$ cat src/rtl/mmacn_pkg.sv
`timescale 1ns / 1ps
`default_nettype none
// -----------------------------------------------------------------------------
// mmacn_pkg - shared types and constants of the min/max auto-cal normalizer
// Holds the sequencer state type, op codes and configuration register indexes.
// -----------------------------------------------------------------------------
package mmacn_pkg;

    localparam int OP_BITS      = 2;
    localparam int CFG_IDX_BITS = 2;

    // Request op codes
    localparam logic [OP_BITS-1:0] OP_UPDATE  = 2'd0;
    localparam logic [OP_BITS-1:0] OP_MAP     = 2'd1;
    localparam logic [OP_BITS-1:0] OP_RESTART = 2'd2;

    // Configuration register indexes
    localparam logic [CFG_IDX_BITS-1:0] CFG_INITIAL_MIN = 2'd0;
    localparam logic [CFG_IDX_BITS-1:0] CFG_INITIAL_MAX = 2'd1;

    // Span below which the saved pair takes over
    localparam int SPAN_THRESHOLD = 10;

    typedef enum logic [2:0] {
        S_IDLE,
        S_APPLY,
        S_SELECT,
        S_CLASS,
        S_DIV,
        S_FINISH
    } t_state;

endpackage : mmacn_pkg
`default_nettype wire

$ cat src/rtl/mmacn_div.sv
`timescale 1ns / 1ps
`default_nettype none
// -----------------------------------------------------------------------------
// mmacn_div - radix-2 restoring divider, one quotient bit per cycle
// Computes floor(num * 2^Q_BITS / den) for num < den.
// -----------------------------------------------------------------------------
module mmacn_div #(
    parameter int W_BITS = 17,
    parameter int Q_BITS = 16
) (
    input  wire logic              i_clk,
    input  wire logic              i_rst_n,
    input  wire logic              i_start,
    input  wire logic [W_BITS-1:0] i_num,
    input  wire logic [W_BITS-1:0] i_den,
    output logic                   o_done,
    output logic [Q_BITS-1:0]      o_quot
);

    localparam int CNT_BITS = $clog2(Q_BITS + 1);

    logic [W_BITS:0]   r_rem;
    logic [W_BITS-1:0] r_den;
    logic [Q_BITS-1:0] r_quot;
    logic [CNT_BITS-1:0] r_cnt;
    logic              r_busy;
    logic              r_done;

    logic [W_BITS:0]   n_shift;
    logic              n_bit;

    always_comb begin
        n_shift = {r_rem[W_BITS-1:0], 1'b0};
        n_bit   = (n_shift >= {1'b0, r_den});
    end

    always_ff @(posedge i_clk) begin
        if (!i_rst_n) begin
            r_busy <= 1'b0;
            r_done <= 1'b0;
            r_cnt  <= '0;
        end else begin
            r_done <= 1'b0;
            if (i_start) begin
                r_busy <= 1'b1;
                r_cnt  <= CNT_BITS'(Q_BITS);
            end else if (r_busy) begin
                r_cnt <= r_cnt - 1'b1;
                if (r_cnt == CNT_BITS'(1)) begin
                    r_busy <= 1'b0;
                    r_done <= 1'b1;
                end
            end
        end
    end

    // Shift one quotient bit in per cycle
    always_ff @(posedge i_clk) begin
        if (i_start) begin
            r_rem  <= {1'b0, i_num};
            r_den  <= i_den;
            r_quot <= '0;
        end else if (r_busy) begin
            r_rem  <= n_bit ? (n_shift - {1'b0, r_den}) : n_shift;
            r_quot <= {r_quot[Q_BITS-2:0], n_bit};
        end
    end

    assign o_done = r_done;
    assign o_quot = r_quot;

endmodule : mmacn_div
`default_nettype wire

$ cat src/rtl/minmax_autocal_normalizer_top.sv
`timescale 1ns / 1ps
`default_nettype none
// -----------------------------------------------------------------------------
// minmax_autocal_normalizer_top - min/max auto-calibrating sensor normalizer
// Tracks sample extremes, keeps a fallback pair, maps samples to a fraction.
// -----------------------------------------------------------------------------
// Usage:
//   Input channel (i_in_valid / o_in_ready) carries one request: an op and a
//   signed sample. Op update widens the current min/max (or seeds it on the
//   first sample after a restart), op restart saves the current pair as the
//   fallback pair, op map places the sample between the effective bounds.
//   Output channel (o_out_valid / i_out_ready) returns exactly one result per
//   request: fraction (2^FRAC_BITS = 1.0), effective bounds and fell_back.
//   Sequencing: a request passes through the apply, select and classify
//   steps; a map request that needs a division then runs the radix-2
//   divider, one quotient bit per cycle, before the finish step loads the
//   result. One request is in work at a time (o_in_ready is high while
//   idle), so a new request is taken only after the last one is finished.
//   A finished result sits in the output register; the next request is taken
//   while it waits. If the receiver still stalls when the next result is
//   done, the sequencer holds in its final step until the register frees.
//   Reset (synchronous, active low) loads initial_min = 0 and
//   initial_max = 1000 into both pairs and arms the first-sample flag.
//   Configuration writes (i_cfg_wr_en) load a bound into both pairs and
//   re-arm the first-sample flag; write them only while the block is idle.
// -----------------------------------------------------------------------------
module minmax_autocal_normalizer_top #(
    parameter int SAMPLE_BITS = 16,
    parameter int FRAC_BITS   = 16
) (
    input  wire logic                                i_clk,
    input  wire logic                                i_rst_n,
    // Configuration write port
    input  wire logic                                i_cfg_wr_en,
    input  wire logic [mmacn_pkg::CFG_IDX_BITS-1:0]  i_cfg_idx,
    input  wire logic [SAMPLE_BITS-1:0]              i_cfg_data,
    // Request channel
    input  wire logic                                i_in_valid,
    output logic                                     o_in_ready,
    input  wire logic [mmacn_pkg::OP_BITS-1:0]       i_op,
    input  wire logic signed [SAMPLE_BITS-1:0]       i_sample,
    // Result channel
    output logic                                     o_out_valid,
    input  wire logic                                i_out_ready,
    output logic [FRAC_BITS:0]                       o_fraction,
    output logic signed [SAMPLE_BITS-1:0]            o_used_min,
    output logic signed [SAMPLE_BITS-1:0]            o_used_max,
    output logic                                     o_fell_back
);

    import mmacn_pkg::*;

    localparam int W_BITS = SAMPLE_BITS + 1;

    t_state r_state, n_state;

    // Calibration state
    logic signed [SAMPLE_BITS-1:0] r_cur_lo, r_cur_hi, r_saved_lo, r_saved_hi;
    logic                          r_awaiting_first;

    // Request being worked on
    logic [OP_BITS-1:0]            r_op;
    logic signed [SAMPLE_BITS-1:0] r_sample;

    // Effective pair and classification
    logic signed [SAMPLE_BITS-1:0] r_lo, r_hi;
    logic                          r_fb;
    logic                          r_le_lo, r_ge_hi;
    logic [W_BITS-1:0]             div_num, div_den;

    // Output register
    logic                          r_out_valid;
    logic [FRAC_BITS:0]            r_fraction;
    logic signed [SAMPLE_BITS-1:0] r_used_min, r_used_max;
    logic                          r_fell_back;

    logic                          accept;
    logic                          div_start;
    logic                          div_done;
    logic [FRAC_BITS-1:0]          div_quot;
    logic                          out_load;
    logic                          needs_div;

    logic signed [W_BITS-1:0]      span_diff;
    logic [W_BITS-1:0]             span_abs;
    logic                          span_small;
    logic                          le_lo, ge_hi;

    assign accept = i_in_valid && (r_state == S_IDLE);

    // Span of the current pair decides the fallback
    always_comb begin
        span_diff  = W_BITS'(r_cur_lo) - W_BITS'(r_cur_hi);
        span_abs   = span_diff[W_BITS-1] ? W_BITS'(-span_diff) : W_BITS'(span_diff);
        span_small = (span_abs < W_BITS'(SPAN_THRESHOLD));
        le_lo      = (r_sample <= r_lo);
        ge_hi      = (r_sample >= r_hi);
        needs_div  = (r_op == OP_MAP) && !le_lo && !ge_hi;
    end

    // Sequencer
    always_ff @(posedge i_clk) begin
        if (!i_rst_n) begin
            r_state <= S_IDLE;
        end else begin
            r_state <= n_state;
        end
    end

    always_comb begin
        n_state   = r_state;
        div_start = 1'b0;
        out_load  = 1'b0;
        case (r_state)
            S_IDLE: begin
                if (accept) n_state = S_APPLY;
            end
            S_APPLY: begin
                n_state = S_SELECT;
            end
            S_SELECT: begin
                n_state = S_CLASS;
            end
            S_CLASS: begin
                if (needs_div) begin
                    div_start = 1'b1;
                    n_state   = S_DIV;
                end else begin
                    n_state = S_FINISH;
                end
            end
            S_DIV: begin
                if (div_done) n_state = S_FINISH;
            end
            S_FINISH: begin
                // Hold until the output register is free
                if (!r_out_valid || i_out_ready) begin
                    out_load = 1'b1;
                    n_state  = S_IDLE;
                end
            end
            default: begin
                n_state = S_IDLE;
            end
        endcase
    end

    // Calibration state: config writes, update and restart
    always_ff @(posedge i_clk) begin
        if (!i_rst_n) begin
            r_cur_lo         <= '0;
            r_saved_lo       <= '0;
            r_cur_hi         <= SAMPLE_BITS'(1000);
            r_saved_hi       <= SAMPLE_BITS'(1000);
            r_awaiting_first <= 1'b1;
        end else if (i_cfg_wr_en) begin
            if (i_cfg_idx == CFG_INITIAL_MIN) begin
                r_cur_lo         <= i_cfg_data;
                r_saved_lo       <= i_cfg_data;
                r_awaiting_first <= 1'b1;
            end else if (i_cfg_idx == CFG_INITIAL_MAX) begin
                r_cur_hi         <= i_cfg_data;
                r_saved_hi       <= i_cfg_data;
                r_awaiting_first <= 1'b1;
            end
        end else if (r_state == S_APPLY) begin
            if (r_op == OP_UPDATE) begin
                if (r_awaiting_first) begin
                    r_awaiting_first <= 1'b0;
                    r_cur_lo         <= r_sample;
                    r_cur_hi         <= r_sample;
                end else begin
                    if (r_sample < r_cur_lo) r_cur_lo <= r_sample;
                    if (r_sample > r_cur_hi) r_cur_hi <= r_sample;
                end
            end else if (r_op == OP_RESTART) begin
                r_saved_lo       <= r_cur_lo;
                r_saved_hi       <= r_cur_hi;
                r_awaiting_first <= 1'b1;
            end
        end
    end

    // Request capture, pair selection and divider operands
    always_ff @(posedge i_clk) begin
        if (accept) begin
            r_op     <= i_op;
            r_sample <= i_sample;
        end
        if (r_state == S_SELECT) begin
            r_fb <= span_small;
            r_lo <= span_small ? r_saved_lo : r_cur_lo;
            r_hi <= span_small ? r_saved_hi : r_cur_hi;
        end
        if (r_state == S_CLASS) begin
            r_le_lo <= le_lo;
            r_ge_hi <= ge_hi;
        end
    end

    always_comb begin
        div_num = W_BITS'(r_sample) - W_BITS'(r_lo);
        div_den = W_BITS'(r_hi) - W_BITS'(r_lo);
    end

    mmacn_div #(
        .W_BITS (W_BITS),
        .Q_BITS (FRAC_BITS)
    ) u_div (
        .i_clk   (i_clk),
        .i_rst_n (i_rst_n),
        .i_start (div_start),
        .i_num   (div_num),
        .i_den   (div_den),
        .o_done  (div_done),
        .o_quot  (div_quot)
    );

    // Output register: advance on load, drop valid when taken
    always_ff @(posedge i_clk) begin
        if (!i_rst_n) begin
            r_out_valid <= 1'b0;
        end else if (out_load) begin
            r_out_valid <= 1'b1;
        end else if (i_out_ready) begin
            r_out_valid <= 1'b0;
        end
    end

    always_ff @(posedge i_clk) begin
        if (out_load) begin
            r_used_min  <= r_lo;
            r_used_max  <= r_hi;
            r_fell_back <= r_fb;
            if (r_op != OP_MAP || r_le_lo) begin
                r_fraction <= '0;
            end else if (r_ge_hi) begin
                r_fraction <= {1'b1, {FRAC_BITS{1'b0}}};
            end else begin
                r_fraction <= {1'b0, div_quot};
            end
        end
    end

    assign o_in_ready  = (r_state == S_IDLE);
    assign o_out_valid = r_out_valid;
    assign o_fraction  = r_fraction;
    assign o_used_min  = r_used_min;
    assign o_used_max  = r_used_max;
    assign o_fell_back = r_fell_back;

endmodule : minmax_autocal_normalizer_top
`default_nettype wire
$ cat config.mk
export PLATFORM = sky130hd
export DESIGN_NAME = minmax_autocal_normalizer_top
export DESIGN_NICKNAME = d
export VERILOG_FILES = /design/src/rtl/mmacn_pkg.sv /design/src/rtl/mmacn_div.sv /design/src/rtl/minmax_autocal_normalizer_top.sv
export SDC_FILE = /design/constraint.sdc
export NUM_CORES = 1
export LEC_CHECK = 0
export BUFFER_PORTS_ARGS = -buffer_cell sky130_fd_sc_hd__buf_2
export CAP_MARGIN = 15
export CORE_ASPECT_RATIO = 1.4
export CORE_MARGIN = 5
export CORE_UTILIZATION = 62
export DETAILED_ROUTE_END_ITERATION = 10
export PLACE_DENSITY = 0.9
export SLEW_MARGIN = 30
export SYNTH_ARGS = -nofsm -noshare
export SYNTH_HDL_FRONTEND = slang
export SYNTH_SLANG_ARGS = --single-unit
$ cat constraint.sdc
create_clock -name i_clk -period 5.2 [get_ports i_clk]
set_input_delay 1.56 -clock i_clk [delete_from_list [all_inputs] [get_ports i_clk]]
set_output_delay 1.56 -clock i_clk [all_outputs]
set_load 0.02 [all_outputs]
**Word-level counts from Yosys, hierarchy flattened**

Cells that the tools add are included.

- Register bits after elaboration: 229
- Input port bits: 41
- Output and inout port bits: 52
- Word-level logic and storage cells: 137

- $add $sub $neg: 6
- $lt $le $gt $ge: 6
- Equal/unequal tests: 18
- Mux-type cells: 51
- Bitwise logic cells: 2
- Reduce and logical (&&, ||, !) cells: 28

Operators with widths:

| operator | number |
|---|---|
| two-way mux 16 bit | 23 |
| two-way mux 17 bit | 5 |
| subtractor 16 x 16 -> 17 bit | 3 |
| >= comparator 18 x 17 -> 1 bit | 1 |
| case mux 3 bit (6 select lines) | 1 |
| less-than comparator 17 x 4 -> 1 bit (second input constant) | 1 |
| two-way mux 1 bit | 17 |
| negator 17 bit | 1 |
| subtractor 17 bit | 1 |
| >= comparator 16 bit | 1 |
| greater-than comparator 16 bit | 1 |
| less-or-equal comparator 16 bit | 1 |
| less-than comparator 16 bit | 1 |
| two-way mux 5 bit | 2 |
| inequality test 2 x 1 -> 1 bit (second input constant) | 5 |
| AND reduction 5 bit | 2 |
| nonzero test 2 bit | 5 |
| two-way mux 3 bit | 3 |
| nonzero test 3 bit | 3 |
| AND reduction 4 bit | 2 |
| equality test 3 x 2 -> 1 bit (second input constant) | 2 |
| equality test 3 bit (second input constant) | 2 |
| inequality test 2 bit (second input constant) | 3 |
| AND reduction 3 bit | 2 |
| 14 further kinds | 23 |

**Logic depth before layout (Yosys ltp)**

Gate-level depths: netlist (run 1).

- Depth after elaboration: 7
- Mapped depth: 15
- Depth with buffers taken out: 13

**By module**

Synthesis (run 1) repeated with hierarchy kept, for this count alone.

- Cell total of the unflattened synthesis: 1407
- Area, all modules: 13654.3 µm²

Modules (own cells, without submodules):

| module | instances | cells each | area an instance (µm²) | sequential area each (µm²) |
|---|---|---|---|---|
| minmax_autocal_normalizer_top | 1 | 1069 | 10423.7 | 4474.3 |
| mmacn_div | 1 | 338 | 3230.6 | 1481.4 |

**Least setup slack after synthesis (run 1)**

Ideal clock, no wire load.

- Path kind: input port to flip-flop
- Start: input port i_out_ready
- End: register r_fell_back, in the netlist o_fell_back (enable)
- Library setup time: 463 ps
- Arrival time: 3955 ps
- Data required time: 4737 ps
- Path slack: 782 ps
- Stages on the path: 2
- Buffers on the path: 0
- Path through: nand2b_1 -> nor2b_1

- Cells in the longest elaborated chain, start to end: 3

RTL lines:

| item | line | text |
|---|---|---|
| start, declared | minmax_autocal_normalizer_top.sv:44 | `input wire logic i_out_ready,` |
| logical OR 1 bit | minmax_autocal_normalizer_top.sv:137 | `if (!r_out_valid \|\| i_out_ready) begin` |
| two-way mux 1 bit | minmax_autocal_normalizer_top.sv:137 |  |
| two-way mux 1 bit | minmax_autocal_normalizer_top.sv:114 | `case (r_state)` |
| via out_load | minmax_autocal_normalizer_top.sv:81 | `logic out_load;` |
| end signal, assigned | minmax_autocal_normalizer_top.sv:234 | `r_fell_back <= r_fb;` |
| end, declared | minmax_autocal_normalizer_top.sv:75 | `logic r_fell_back;` |

The timed path passes the listed nets, and every way through them passes these cells.
A chain may end at the register's enable or synchronous reset.

**Worst setup path in the final report (run 1)**

- Start: register r_cur_lo[0]
- End: register r_hi[5] (data pin)

- Cells in the longest elaborated chain, start to end: 5

RTL lines:

| item | line | text |
|---|---|---|
| start, declared | minmax_autocal_normalizer_top.sv:58 | `logic signed [SAMPLE_BITS-1:0] r_cur_lo, r_cur_hi, r_saved_lo, r_saved_hi;` |
| start signal, assigned | minmax_autocal_normalizer_top.sv:158 | `r_cur_lo <= i_cfg_data;` |
| start signal, assigned | minmax_autocal_normalizer_top.sv:170 | `r_cur_lo <= r_sample;` |
| start signal, assigned | minmax_autocal_normalizer_top.sv:173 | `if (r_sample < r_cur_lo) r_cur_lo <= r_sample;` |
| subtractor 16 x 16 -> 17 bit * | minmax_autocal_normalizer_top.sv:93 | `span_diff = W_BITS'(r_cur_lo) - W_BITS'(r_cur_hi);` |
| negator 17 bit | minmax_autocal_normalizer_top.sv:94 | `span_abs = span_diff[W_BITS-1] ? W_BITS'(-span_diff) : W_BITS'(span_diff);` |
| two-way mux 17 bit * | minmax_autocal_normalizer_top.sv:94 |  |
| less-than comparator 17 x 4 -> 1 bit * | minmax_autocal_normalizer_top.sv:95 | `span_small = (span_abs < W_BITS'(SPAN_THRESHOLD));` |
| two-way mux 16 bit * | minmax_autocal_normalizer_top.sv:193 | `r_hi <= span_small ? r_saved_hi : r_cur_hi;` |
| end signal, assigned | minmax_autocal_normalizer_top.sv:193 |  |
| end, declared | minmax_autocal_normalizer_top.sv:66 | `logic signed [SAMPLE_BITS-1:0] r_lo, r_hi;` |

Mark *: on every way between the ends. The rest lies on a longest branch, timed or not.

==> results.sh, run 1 <==
export IMPL_status="completed"
export IMPL_hold_class="flip-flop to flip-flop"
export IMPL_hp_start="r_lo[3]"
export IMPL_synth_cell_types=68
export IMPL_grt_usage_pct=27.2
export IMPL_nets=1606
export IMPL_seqCellArea_sq_um=5960
export IMPL_r2r_end="r_hi[5]"
export IMPL_synth_largest_area_cell="edfxtp_1"
export IMPL_synth_area_top_cells="edfxtp_1, dfxtp_1, ha_1"
export IMPL_finalHoldViolCount=0
export IMPL_clock_sinks=229
export IMPL_place_ws_ns=0.937
export IMPL_critPathKind="flip-flop to flip-flop"
export IMPL_ios=93
export IMPL_tns_ns=0
export IMPL_synth_seq_area_share_pct=43.9
export IMPL_netlist_area_sq_um=13600
export IMPL_synth_ff_latch_count=229
export IMPL_cp_required_ns=5.45
export IMPL_grt_pass1_wl_um=55000
export IMPL_powerDensity_nw_per_um2=313
export IMPL_gr_total_overflow=0
export IMPL_reg2reg_slack_ns=0.95
export IMPL_start_kind="flip-flop"
export IMPL_synth_yosys_warnings=0
export IMPL_cts_buffers=22
export IMPL_r2r_start="r_cur_lo[0]"
export IMPL_dieArea_sq_um=25000
export IMPL_worstPathMaxFanout=33
export IMPL_synthArstFlopShare_pct=0
export IMPL_hold_ws_ns=0.459
export IMPL_cts_setup_buffers=0
export IMPL_die_y_um=185
export IMPL_diodes=0
export IMPL_tightest_slew_ns=0.941
export IMPL_syn_num_nets=1533
export IMPL_p_leak_nw=6.15
export IMPL_fin_util_pct=69.3
export IMPL_crit_path_end_kind="flip-flop"
export IMPL_setup_violations=0
export IMPL_holdPathEnd="o_used_min[3]"
export IMPL_slew_headroom_pct=37.2
export IMPL_synth_commonest_cells="edfxtp_1, inv_1, ha_1, nor2_1, o21ai_0"
export IMPL_place_port_buffers=92
export IMPL_rsz0062_at_grt="no"
export IMPL_num_rows=64
export IMPL_routabilityCongestion=0.937
export IMPL_placed_cells=1719
export IMPL_finalCritPeriodShare_pct=81.8
export IMPL_die_w_um=135
export IMPL_slew_viol_final=0
export IMPL_post_cts_resized=0
export IMPL_syn_inst=1373
export IMPL_cts_root_buffer="clkbuf_16"
export IMPL_final_cells=1759
export IMPL_yosysMostFrequentCell="edfxtp_1"
export IMPL_post_drt_wl_per_cell_um=19.7
export IMPL_finalWorstSetupSlack_ns=0.946
export IMPL_clk_pin_slew_worst_paths_ns=0.06
export IMPL_slowest_stage="buf_4"
export IMPL_yosysTopAreaCellShare_pct=30.3
export IMPL_min_period_ns=4.25
export IMPL_critical_path_max_stage_delay_ns=0.48
export IMPL_fillers=1482
export IMPL_multiInputGateArea_sq_um=6930
export IMPL_reg2regPathDepth=14
export IMPL_antenna_left=0
export IMPL_initial_core_util_pct=62.6
export IMPL_ys_dominant_reg_cell="edfxtp_1"
export IMPL_min_delay_path_depth=0
export IMPL_path_cells="inv_1 -> ha_1 -> fa_1 -> nand2b_1 -> a21boi_0 -> o21ai_0 -> a211oi_1 -> a21boi_2 -> nand3_1 -> mux2i_1 -> a2bb2oi_1 -> nor4_4 -> buf_4 -> mux2_1"
export IMPL_grt_pass1_vias=11106
export IMPL_antenna_found_initial=0
export IMPL_syn_area_per_cell_sq_um=9.89
export IMPL_drc_errors=0
export IMPL_synth_edf_count=137
export IMPL_coreArea_sq_um=21700
export IMPL_hpwlAfterDp_um=25400
export IMPL_drtPass1Iterations=5
export IMPL_fmax_ghz=0.235
export IMPL_clock_path_buffers=3
export IMPL_drive_gt1_share_pct=12.0
export IMPL_clock_skew_ns=0.0125
export IMPL_drv_cap=0
export IMPL_arrival_ns=4.51
export IMPL_drtIter0Drc=1021
export IMPL_vdd_ir_drop_max_v=0.000230
export IMPL_tritoncts="built"
export IMPL_wl_um=34700
export IMPL_grt_max_degree=51
export IMPL_h_tree_depth=1
export IMPL_area_delta_synth_final_pct=10.7
export IMPL_cts_hold_buffers=0
export IMPL_insertion_delay_ns=0.51
export IMPL_drt_vias_per_instance=6.24
export IMPL_vias=10972
where the power goes:
group	internal, mW	switching (mW)
registers	2.03	0.0896
logic	0.374	0.567
clock network	0.970	0.671
total	3.37	1.33
layout by cell type (no fill, tap or decap), drive strengths merged, types with 6 or more instances in the layout:
| master | n |
|---|---|
| ha | 115 |
| a31oi | 8 |
| or3 | 6 |
| a21oi | 66 |
| edfxtp | 137 |
| and3 | 9 |
| nor2b | 24 |
| nor3b | 6 |
| mux2i | 42 |
| buf | 104 |
| a211oi | 38 |
| nand2 | 76 |
| clkbuf | 33 |
| xnor2 | 28 |
| nor3 | 33 |
| dfxtp | 92 |
| or2 | 7 |
| a21o | 25 |
| nand4 | 16 |
| and2 | 25 |
| o21a | 17 |
| a211o | 6 |
| o21ai | 108 |
| a21boi | 13 |
| nand2b | 19 |
| inv | 132 |
| xor2 | 14 |
| mux2 | 36 |
| o211ai | 40 |
| a311oi | 12 |
| nor2 | 106 |
| nand3 | 11 |
how the worst max path moves through the flow:
stage | from | endpoint | slack [ns] | depth (start not counted)
after floorplan | i_out_ready | o_fell_back | 0.78 | 2
after global placement | r_cur_lo[0] | r_lo[0] | 1.08 | 14
after detailed placement | r_cur_lo[0] | r_hi[5] | 0.94 | 14
after CTS | r_cur_lo[0] | r_hi[5] | 0.92 | 14
after global routing | r_cur_lo[0] | r_hi[5] | 0.72 | 14
final | r_cur_lo[0] | r_hi[5] | 0.95 | 14
routing by layer:
layer | GRT usage, % | vias up | part of all wire, %
met5 | 0 | - | 0
met4 | 14.0 | 0 | 5.5
met3 | 3.13 | 144 | 6.1
met2 | 50.4 | 499 | 52
met1 | 30.5 | 5184 | 37
li1 | - | 5145 | -
cell type report:
type / count / area share, %
Sequential cell: 229 / 39.6
Timing Repair Buffer: 104 / 3.66
Clock buffer: 33 / 4.35
Clock inverter: 7 / 0.558
Inverter: 131 / 3.27
Tap cell: 297 / 2.47
Multi-Input combinational cell: 958 / 46.1
critical path: cells and delay by family (launching register included):
kind,cells,cell delay [ns]
AO/OA/AOI/OAI,5,1.23
flip-flops,1,0.35
buffers and inverters,2,0.56
multiplexers,2,0.56
AND/OR/NAND/NOR,3,0.63
adder cells (fa/ha/maj),2,0.64
registers in the layout, indices dropped and copies added (netlist names), 2 cells and up:
register and flops:
o_fraction 17, o_used_max 16, o_used_min 16, r_cur_hi 16, r_cur_lo 16, r_hi 16, r_lo 16, r_op 2
r_sample 16, r_saved_hi 16, r_saved_lo 16, r_state 3, u_div.o_quot 16, u_div.r_cnt 5, u_div.r_den 17, u_div.r_rem 17
through the flow:
| step | power (mW) | area, sq um |
|---|---|---|
| after floorplan | 2.81 | 13600 |
| after global placement | 3.02 | 14300 |
| after detailed placement | 3.07 | 14300 |
| after CTS | 4.68 | 15000 |
| after global routing | 4.89 | 15000 |
| final | 4.70 | 15000 |
kinds of logic (layout without fill, tap and decap cells):
logic type	after synthesis	after routing	synth area share, %
AO/OA/AOI/OAI	368	368	17.8
AND/OR/NAND/NOR	351	351	12.8
flip-flops	229	229	43.9
buffers and inverters	186	275	5.33
adder cells (fa/ha/maj)	119	119	11.2
multiplexers	78	78	6.33
XOR/XNOR	42	42	2.71
Power figures use the tool's default switching activity.
==> run 2, diff against run 1 <==
Settings changed: ABC_AREA set to 1.
Clock period 5.2 ns to 4.1 ns, I/O delays scaled along.
==> run 2 against run 1 <==
  * Sequential power grew 55%
  * Combinational power grew to 3.8 times the previous value
  * Final cell count grew 23%
  * Worst setup slack worse by 0.42 ns
  * Clock power is 30% higher
  * Fmax up 19%
==> results.sh, run 2 <==
export IMPL_h_tree_depth=1
export IMPL_finalHoldViolCount=0
export IMPL_layout_commonest_cell="nand2_1"
export IMPL_netlist_area_sq_um=14100
export IMPL_drtPass1Iterations=6
export IMPL_ios=93
export IMPL_cts_root_buffer="clkbuf_16"
export IMPL_mostFrequentLayoutCells="nand2_1, inv_1, a21oi_1, edfxtp_1, nor2_1"
export IMPL_synth_area_top_cells="edfxtp_1, dfxtp_1, nand2_1"
export IMPL_diodes=0
export IMPL_placed_cells=2118
export IMPL_hpwlAfterDp_um=27700
export IMPL_gr_total_overflow=0
export IMPL_hold_class="flip-flop to flip-flop"
export IMPL_holdPathEnd="o_fell_back"
export IMPL_p_leak_nw=7.32
export IMPL_cts_setup_buffers=0
export IMPL_critPathKind="flip-flop to flip-flop"
export IMPL_final_cells=2158
export IMPL_place_ws_ns=0.616
export IMPL_slowest_stage="fa_1"
export IMPL_area_delta_synth_final_pct=10.4
export IMPL_yosysMostFrequentCell="nand2_1"
export IMPL_die_y_um=189
export IMPL_arrival_ns=3.84
export IMPL_crit_top_cell="nand2_1"
export IMPL_wl_um=37600
export IMPL_clock_sinks=229
export IMPL_critical_path_max_stage_delay_ns=0.54
export IMPL_tritoncts="built"
export IMPL_min_delay_path_depth=0
export IMPL_synth_largest_area_cell="edfxtp_1"
export IMPL_powerDensity_nw_per_um2=579
export IMPL_tightest_slew_ns=0.971
export IMPL_status="completed"
export IMPL_clk_pin_slew_worst_paths_ns=0.07
export IMPL_slew_viol_final=0
export IMPL_reg2reg_slack_ns=0.53
export IMPL_syn_inst=1767
export IMPL_synth_seq_area_share_pct=42.2
export IMPL_fmax_ghz=0.280
export IMPL_r2r_start="r_cur_lo[0]"
export IMPL_path_cells="inv_1 -> ha_1 -> fa_1 -> ha_1 -> a21boi_1 -> nand3_1 -> nor2_1 -> nand3_1 -> nor2_2 -> nand3_1 -> nand2_1 -> nand2_1 -> nand2_1 -> nand2_1 -> nor2_8 -> nand3_4 -> nand2_1 -> nand2_1"
export IMPL_finalCritPeriodShare_pct=87.2
export IMPL_cp_required_ns=4.36
export IMPL_slew_headroom_pct=35.2
export IMPL_grt_usage_pct=29.0
export IMPL_post_drt_wl_per_cell_um=17.4
export IMPL_drv_cap=0
export IMPL_die_w_um=138
export IMPL_start_kind="flip-flop"
export IMPL_yosysTopAreaCellShare_pct=29.1
export IMPL_dieArea_sq_um=25900
export IMPL_nets=2001
export IMPL_tns_ns=0
export IMPL_initial_core_util_pct=62.7
export IMPL_drive_gt1_share_pct=9.96
export IMPL_final_cell_area_sq_um=15600
export IMPL_vias=12790
export IMPL_drc_errors=0
export IMPL_antenna_found_initial=0
export IMPL_ys_dominant_reg_cell="edfxtp_1"
export IMPL_antenna_left=0
export IMPL_synth_yosys_warnings=0
export IMPL_vdd_ir_drop_max_v=0.000466
export IMPL_crit_path_end_kind="flip-flop"
export IMPL_drt_vias_per_instance=5.93
export IMPL_grt_pass1_wl_um=61300
export IMPL_drtIter0Drc=1150
export IMPL_syn_area_per_cell_sq_um=7.99
export IMPL_cts_buffers=22
export IMPL_synth_ff_latch_count=229
export IMPL_rsz0062_at_grt="no"
export IMPL_hp_start="r_fb"
export IMPL_synth_commonest_cells="nand2_1, inv_1, a21oi_1, nor2_1, edfxtp_1"
export IMPL_coreArea_sq_um=22500
export IMPL_min_period_ns=3.57
export IMPL_clock_path_buffers=3
export IMPL_finalWorstSetupSlack_ns=0.527
export IMPL_synth_edf_count=137
export IMPL_grt_max_degree=52
export IMPL_routabilityCongestion=0.972
export IMPL_insertion_delay_ns=0.51
export IMPL_setup_violations=0
export IMPL_post_cts_resized=0
export IMPL_r2r_end="r_lo[14]"
export IMPL_place_area_sq_um=14800
export IMPL_cts_hold_buffers=0
export IMPL_num_rows=65
export IMPL_synth_cell_types=53
export IMPL_clock_skew_ns=0.0145
export IMPL_synthArstFlopShare_pct=0
export IMPL_worstPathMaxFanout=33
export IMPL_reg2regPathDepth=18
export IMPL_grt_pass1_vias=12899
export IMPL_fillers=1661
export IMPL_syn_num_nets=1927
export IMPL_place_port_buffers=92
==> run 2: per-layer routing <==
layer  part of all wire (%)  global-route usage, %  vias to the layer above  wire length (um)
met5                      0                      0                        -                 0
met3                    6.6                   3.21                      191              2470
met1                     35                   32.3                     5853             13300
li1                       -                      -                     6112                 -
met4                    6.4                   16.2                        0              2410
met2                     52                   52.5                      634             19400
==> run 2: power by group <==
part	switching, mW	leakage [nW]	internal, mW	total, mW
combinational	2.40	4.93	1.20	3.61
clock	0.882	0.379	1.25	2.13
sequential	0.355	2.01	2.94	3.29
==> run 2: worst max-delay path by stage <==
stage	from	endpoint	slack, ns	cells after the start
after detailed placement	r_cur_lo[0]	r_hi[14]	0.62	18
after global placement	r_sample[0]	u_div.r_rem[0]	0.72	12
after global routing	r_cur_lo[0]	r_lo[14]	0.20	18
final	r_cur_lo[0]	r_lo[14]	0.53	18
after floorplan	i_out_ready	o_fell_back	0.27	2
after CTS	r_cur_lo[0]	r_lo[14]	0.55	18
==> run 2: area by class of cell <==
class                           count  area [sq um]  area share, %
Sequential cell                   229          5960           38.2
Timing Repair Buffer              109           588           3.77
Clock buffer                       29           649           4.16
Clock inverter                     11           116          0.746
Inverter                          244           918           5.89
Multi-Input combinational cell   1235          6990           44.8
Tap cell                          301           377           2.41
==> run 2: logic make-up (layout without fill, tap and decap cells) <==
| kind of cell | Yosys count | in the layout | share of synthesized area, % |
|---|---|---|---|
| and+or+nand+nor | 735 | 735 | 22.7 |
| DFF | 229 | 229 | 42.2 |
| AOI/OAI and AO/OA | 337 | 337 | 13.2 |
| xor gates and xnor gates | 44 | 44 | 2.73 |
| adders and majority gates | 119 | 119 | 10.8 |
| buffers and inverters | 303 | 393 | 8.42 |
==> run 2: critical path, delay by kind of cell (launching register included) <==
family	cells	cell delay, ns
DFF	1	0.37
and+or+nand+nor	13	1.67
buffers and inverters	1	0.07
adders and majority gates	3	0.94
AOI/OAI and AO/OA	1	0.26
==> run 2: metrics by stage <==
step / hold slack, ns / power [mW] / util [%]
floorplan: 0.400 / 5.88 / -
global placement: 0.426 / 6.63 / 65.8
detailed placement: 0.426 / 6.81 / 65.8
CTS: 0.440 / 8.96 / 69.2
global route: 0.458 / 9.57 / 69.2
finish: 0.439 / 9.03 / 69.2
==> run 3, diff against run 2 <==
Settings changed: PLACE_DENSITY 0.9 to 0.92.
==> run 3 against run 2 <==
  * Final cell count unchanged
  * Design area is 0.39% lower
  * Sequential share of layout area rose by 0.15 points
  * Combinational power increased by 1%
  * Clock power decreased by 7%
  * Non-clock buffer count is 2 higher
  * Largest cell class unchanged
  * Largest power group unchanged
  * Highest routed layer unchanged
==> results.sh, run 3 (synthesized netlist as in run 2, its figures left out) <==
export IMPL_status="completed"
export IMPL_cts_setup_buffers=0
export IMPL_tns_ns=0
export IMPL_hpwlAfterDp_um=27700
export IMPL_post_drt_wl_per_cell_um=18.0
export IMPL_setup_violations=0
export IMPL_grt_pass1_vias=13382
export IMPL_antenna_found_initial=0
export IMPL_final_cells=2158
export IMPL_rsz0062_at_grt="no"
export IMPL_fillers=1674
export IMPL_final_cell_area_sq_um=15500
export IMPL_min_period_ns=3.51
export IMPL_fmax_ghz=0.285
export IMPL_area_delta_synth_final_pct=9.98
export IMPL_finalCritPeriodShare_pct=85.5
export IMPL_h_tree_depth=1
export IMPL_drive_gt1_share_pct=9.69
export IMPL_die_y_um=189
export IMPL_grt_max_degree=62
export IMPL_routabilityCongestion=1.01
export IMPL_reg2regPathDepth=18
export IMPL_drtPass1Iterations=8
export IMPL_r2r_start="r_cur_lo[0]"
export IMPL_die_w_um=138
export IMPL_mostFrequentLayoutCells="nand2_1, inv_1, a21oi_1, edfxtp_1, nor2_1"
export IMPL_cts_hold_buffers=0
export IMPL_tritoncts="built"
export IMPL_coreArea_sq_um=22500
export IMPL_nets=2002
export IMPL_num_rows=65
export IMPL_clock_sinks=229
export IMPL_clock_skew_ns=0.0225
export IMPL_dieArea_sq_um=25900
export IMPL_reg2reg_slack_ns=0.59
export IMPL_cts_root_buffer="clkbuf_16"
export IMPL_vdd_ir_drop_max_v=0.000336
export IMPL_diodes=0
export IMPL_cts_buffers=21
export IMPL_gr_total_overflow=0
export IMPL_grt_usage_pct=29.7
export IMPL_p_leak_nw=7.28
export IMPL_placed_cells=2120
export IMPL_drc_errors=0
export IMPL_post_cts_resized=0
export IMPL_clock_path_buffers=3
export IMPL_grt_pass1_wl_um=62700
export IMPL_drv_cap=0
export IMPL_r2r_end="r_lo[10]"
export IMPL_hold_class="flip-flop to flip-flop"
export IMPL_powerDensity_nw_per_um2=575
export IMPL_endpoint="r_lo[10]"
export IMPL_hold_ws_ns=0.424
export IMPL_arrival_ns=3.76
export IMPL_slew_headroom_pct=34.3
export IMPL_crit_path_end_kind="flip-flop"
export IMPL_drtIter0Drc=1407
export IMPL_slew_viol_final=0
export IMPL_drt_vias_per_instance=6.07
export IMPL_wl_um=38900
export IMPL_place_area_sq_um=14800
export IMPL_ios=93
export IMPL_layout_commonest_cell="nand2_1"
export IMPL_power_mw=8.93
export IMPL_fin_util_pct=69.0
export IMPL_insertion_delay_ns=0.51
export IMPL_place_ws_ns=0.641
export IMPL_crit_path_start="r_cur_lo[0]"
export IMPL_antenna_left=0
export IMPL_initial_core_util_pct=62.7
export IMPL_tightest_slew_ns=0.979
export IMPL_cp_required_ns=4.35
export IMPL_clk_pin_slew_worst_paths_ns=0.06
export IMPL_start_kind="flip-flop"
export IMPL_critPathKind="flip-flop to flip-flop"
export IMPL_finalHoldViolCount=0
export IMPL_worstPathMaxFanout=33
export IMPL_place_port_buffers=92
export IMPL_vias=13104
export IMPL_finalWorstSetupSlack_ns=0.594
run 3: cell types whose count changed in the layout (fill, tap and decap cells not counted):
cell        before  now
buf_4           17   19
clkbuf_1         2    5
clkbuf_16       24   21
clkinv_1         4    6
clkinv_2         5    0
clkinvlp_4       1    2
inv_6            0    1
inv_8            1    0
run 3: how the worst min path moves through the flow:
stage          startpoint     endpoint  cells after the start
5_1_grt              r_fb  o_fell_back                      0
2_1_floorplan        r_fb  o_fell_back                      0
4_1_cts              r_fb  o_fell_back                      0
3_3_place_gp         r_fb  o_fell_back                      0
6_report             r_fb  o_fell_back                      0
3_5_place_dp         r_fb  o_fell_back                      0
run 3: report_power, final:
group | internal, mW | leakage (nW) | switching [mW] | total (mW)
Clock | 1.13 | 0.328 | 0.857 | 1.99
Combinational | 1.21 | 4.94 | 2.44 | 3.65
Sequential | 2.94 | 2.01 | 0.355 | 3.29
Total | 5.28 | 7.28 | 3.65 | 8.93
run 3: layout make-up:
cell class / count / area, sq um / area share (%)
Sequential cell: 229 / 5960 / 38.3
Timing Repair Buffer: 111 / 603 / 3.88
Clock buffer: 29 / 586 / 3.77
Multi-Input combinational cell: 1235 / 6990 / 45.0
Tap cell: 301 / 377 / 2.42
Inverter: 244 / 918 / 5.91
Clock inverter: 9 / 104 / 0.668
run 3: worst max-delay path: stages, from the launching register on:
cell      delay (ns)
dfxtp_1         0.37
inv_1           0.07
ha_1            0.22
fa_1            0.54
ha_1            0.18
a21boi_1        0.25
nand3_1         0.14
nor2_1          0.13
nand3_1         0.10
nor2_2          0.14
nand2_1         0.10
nand2_1         0.07
nand2_1         0.06
nand2_2         0.07
nand3_4         0.08
nor2_8          0.14
nand3_4         0.33
nand2_1         0.19
nand2_1         0.09
run 3: routing by layer:
metal / global-route usage [%] / vias to the layer above / share of wire, %
li1: - / 6114 / -
met1: 32.1 / 6043 / 34
met2: 53.8 / 731 / 51
met3: 3.55 / 216 / 7.4
met4: 18.7 / 0 / 6.8
met5: 0 / - / 0
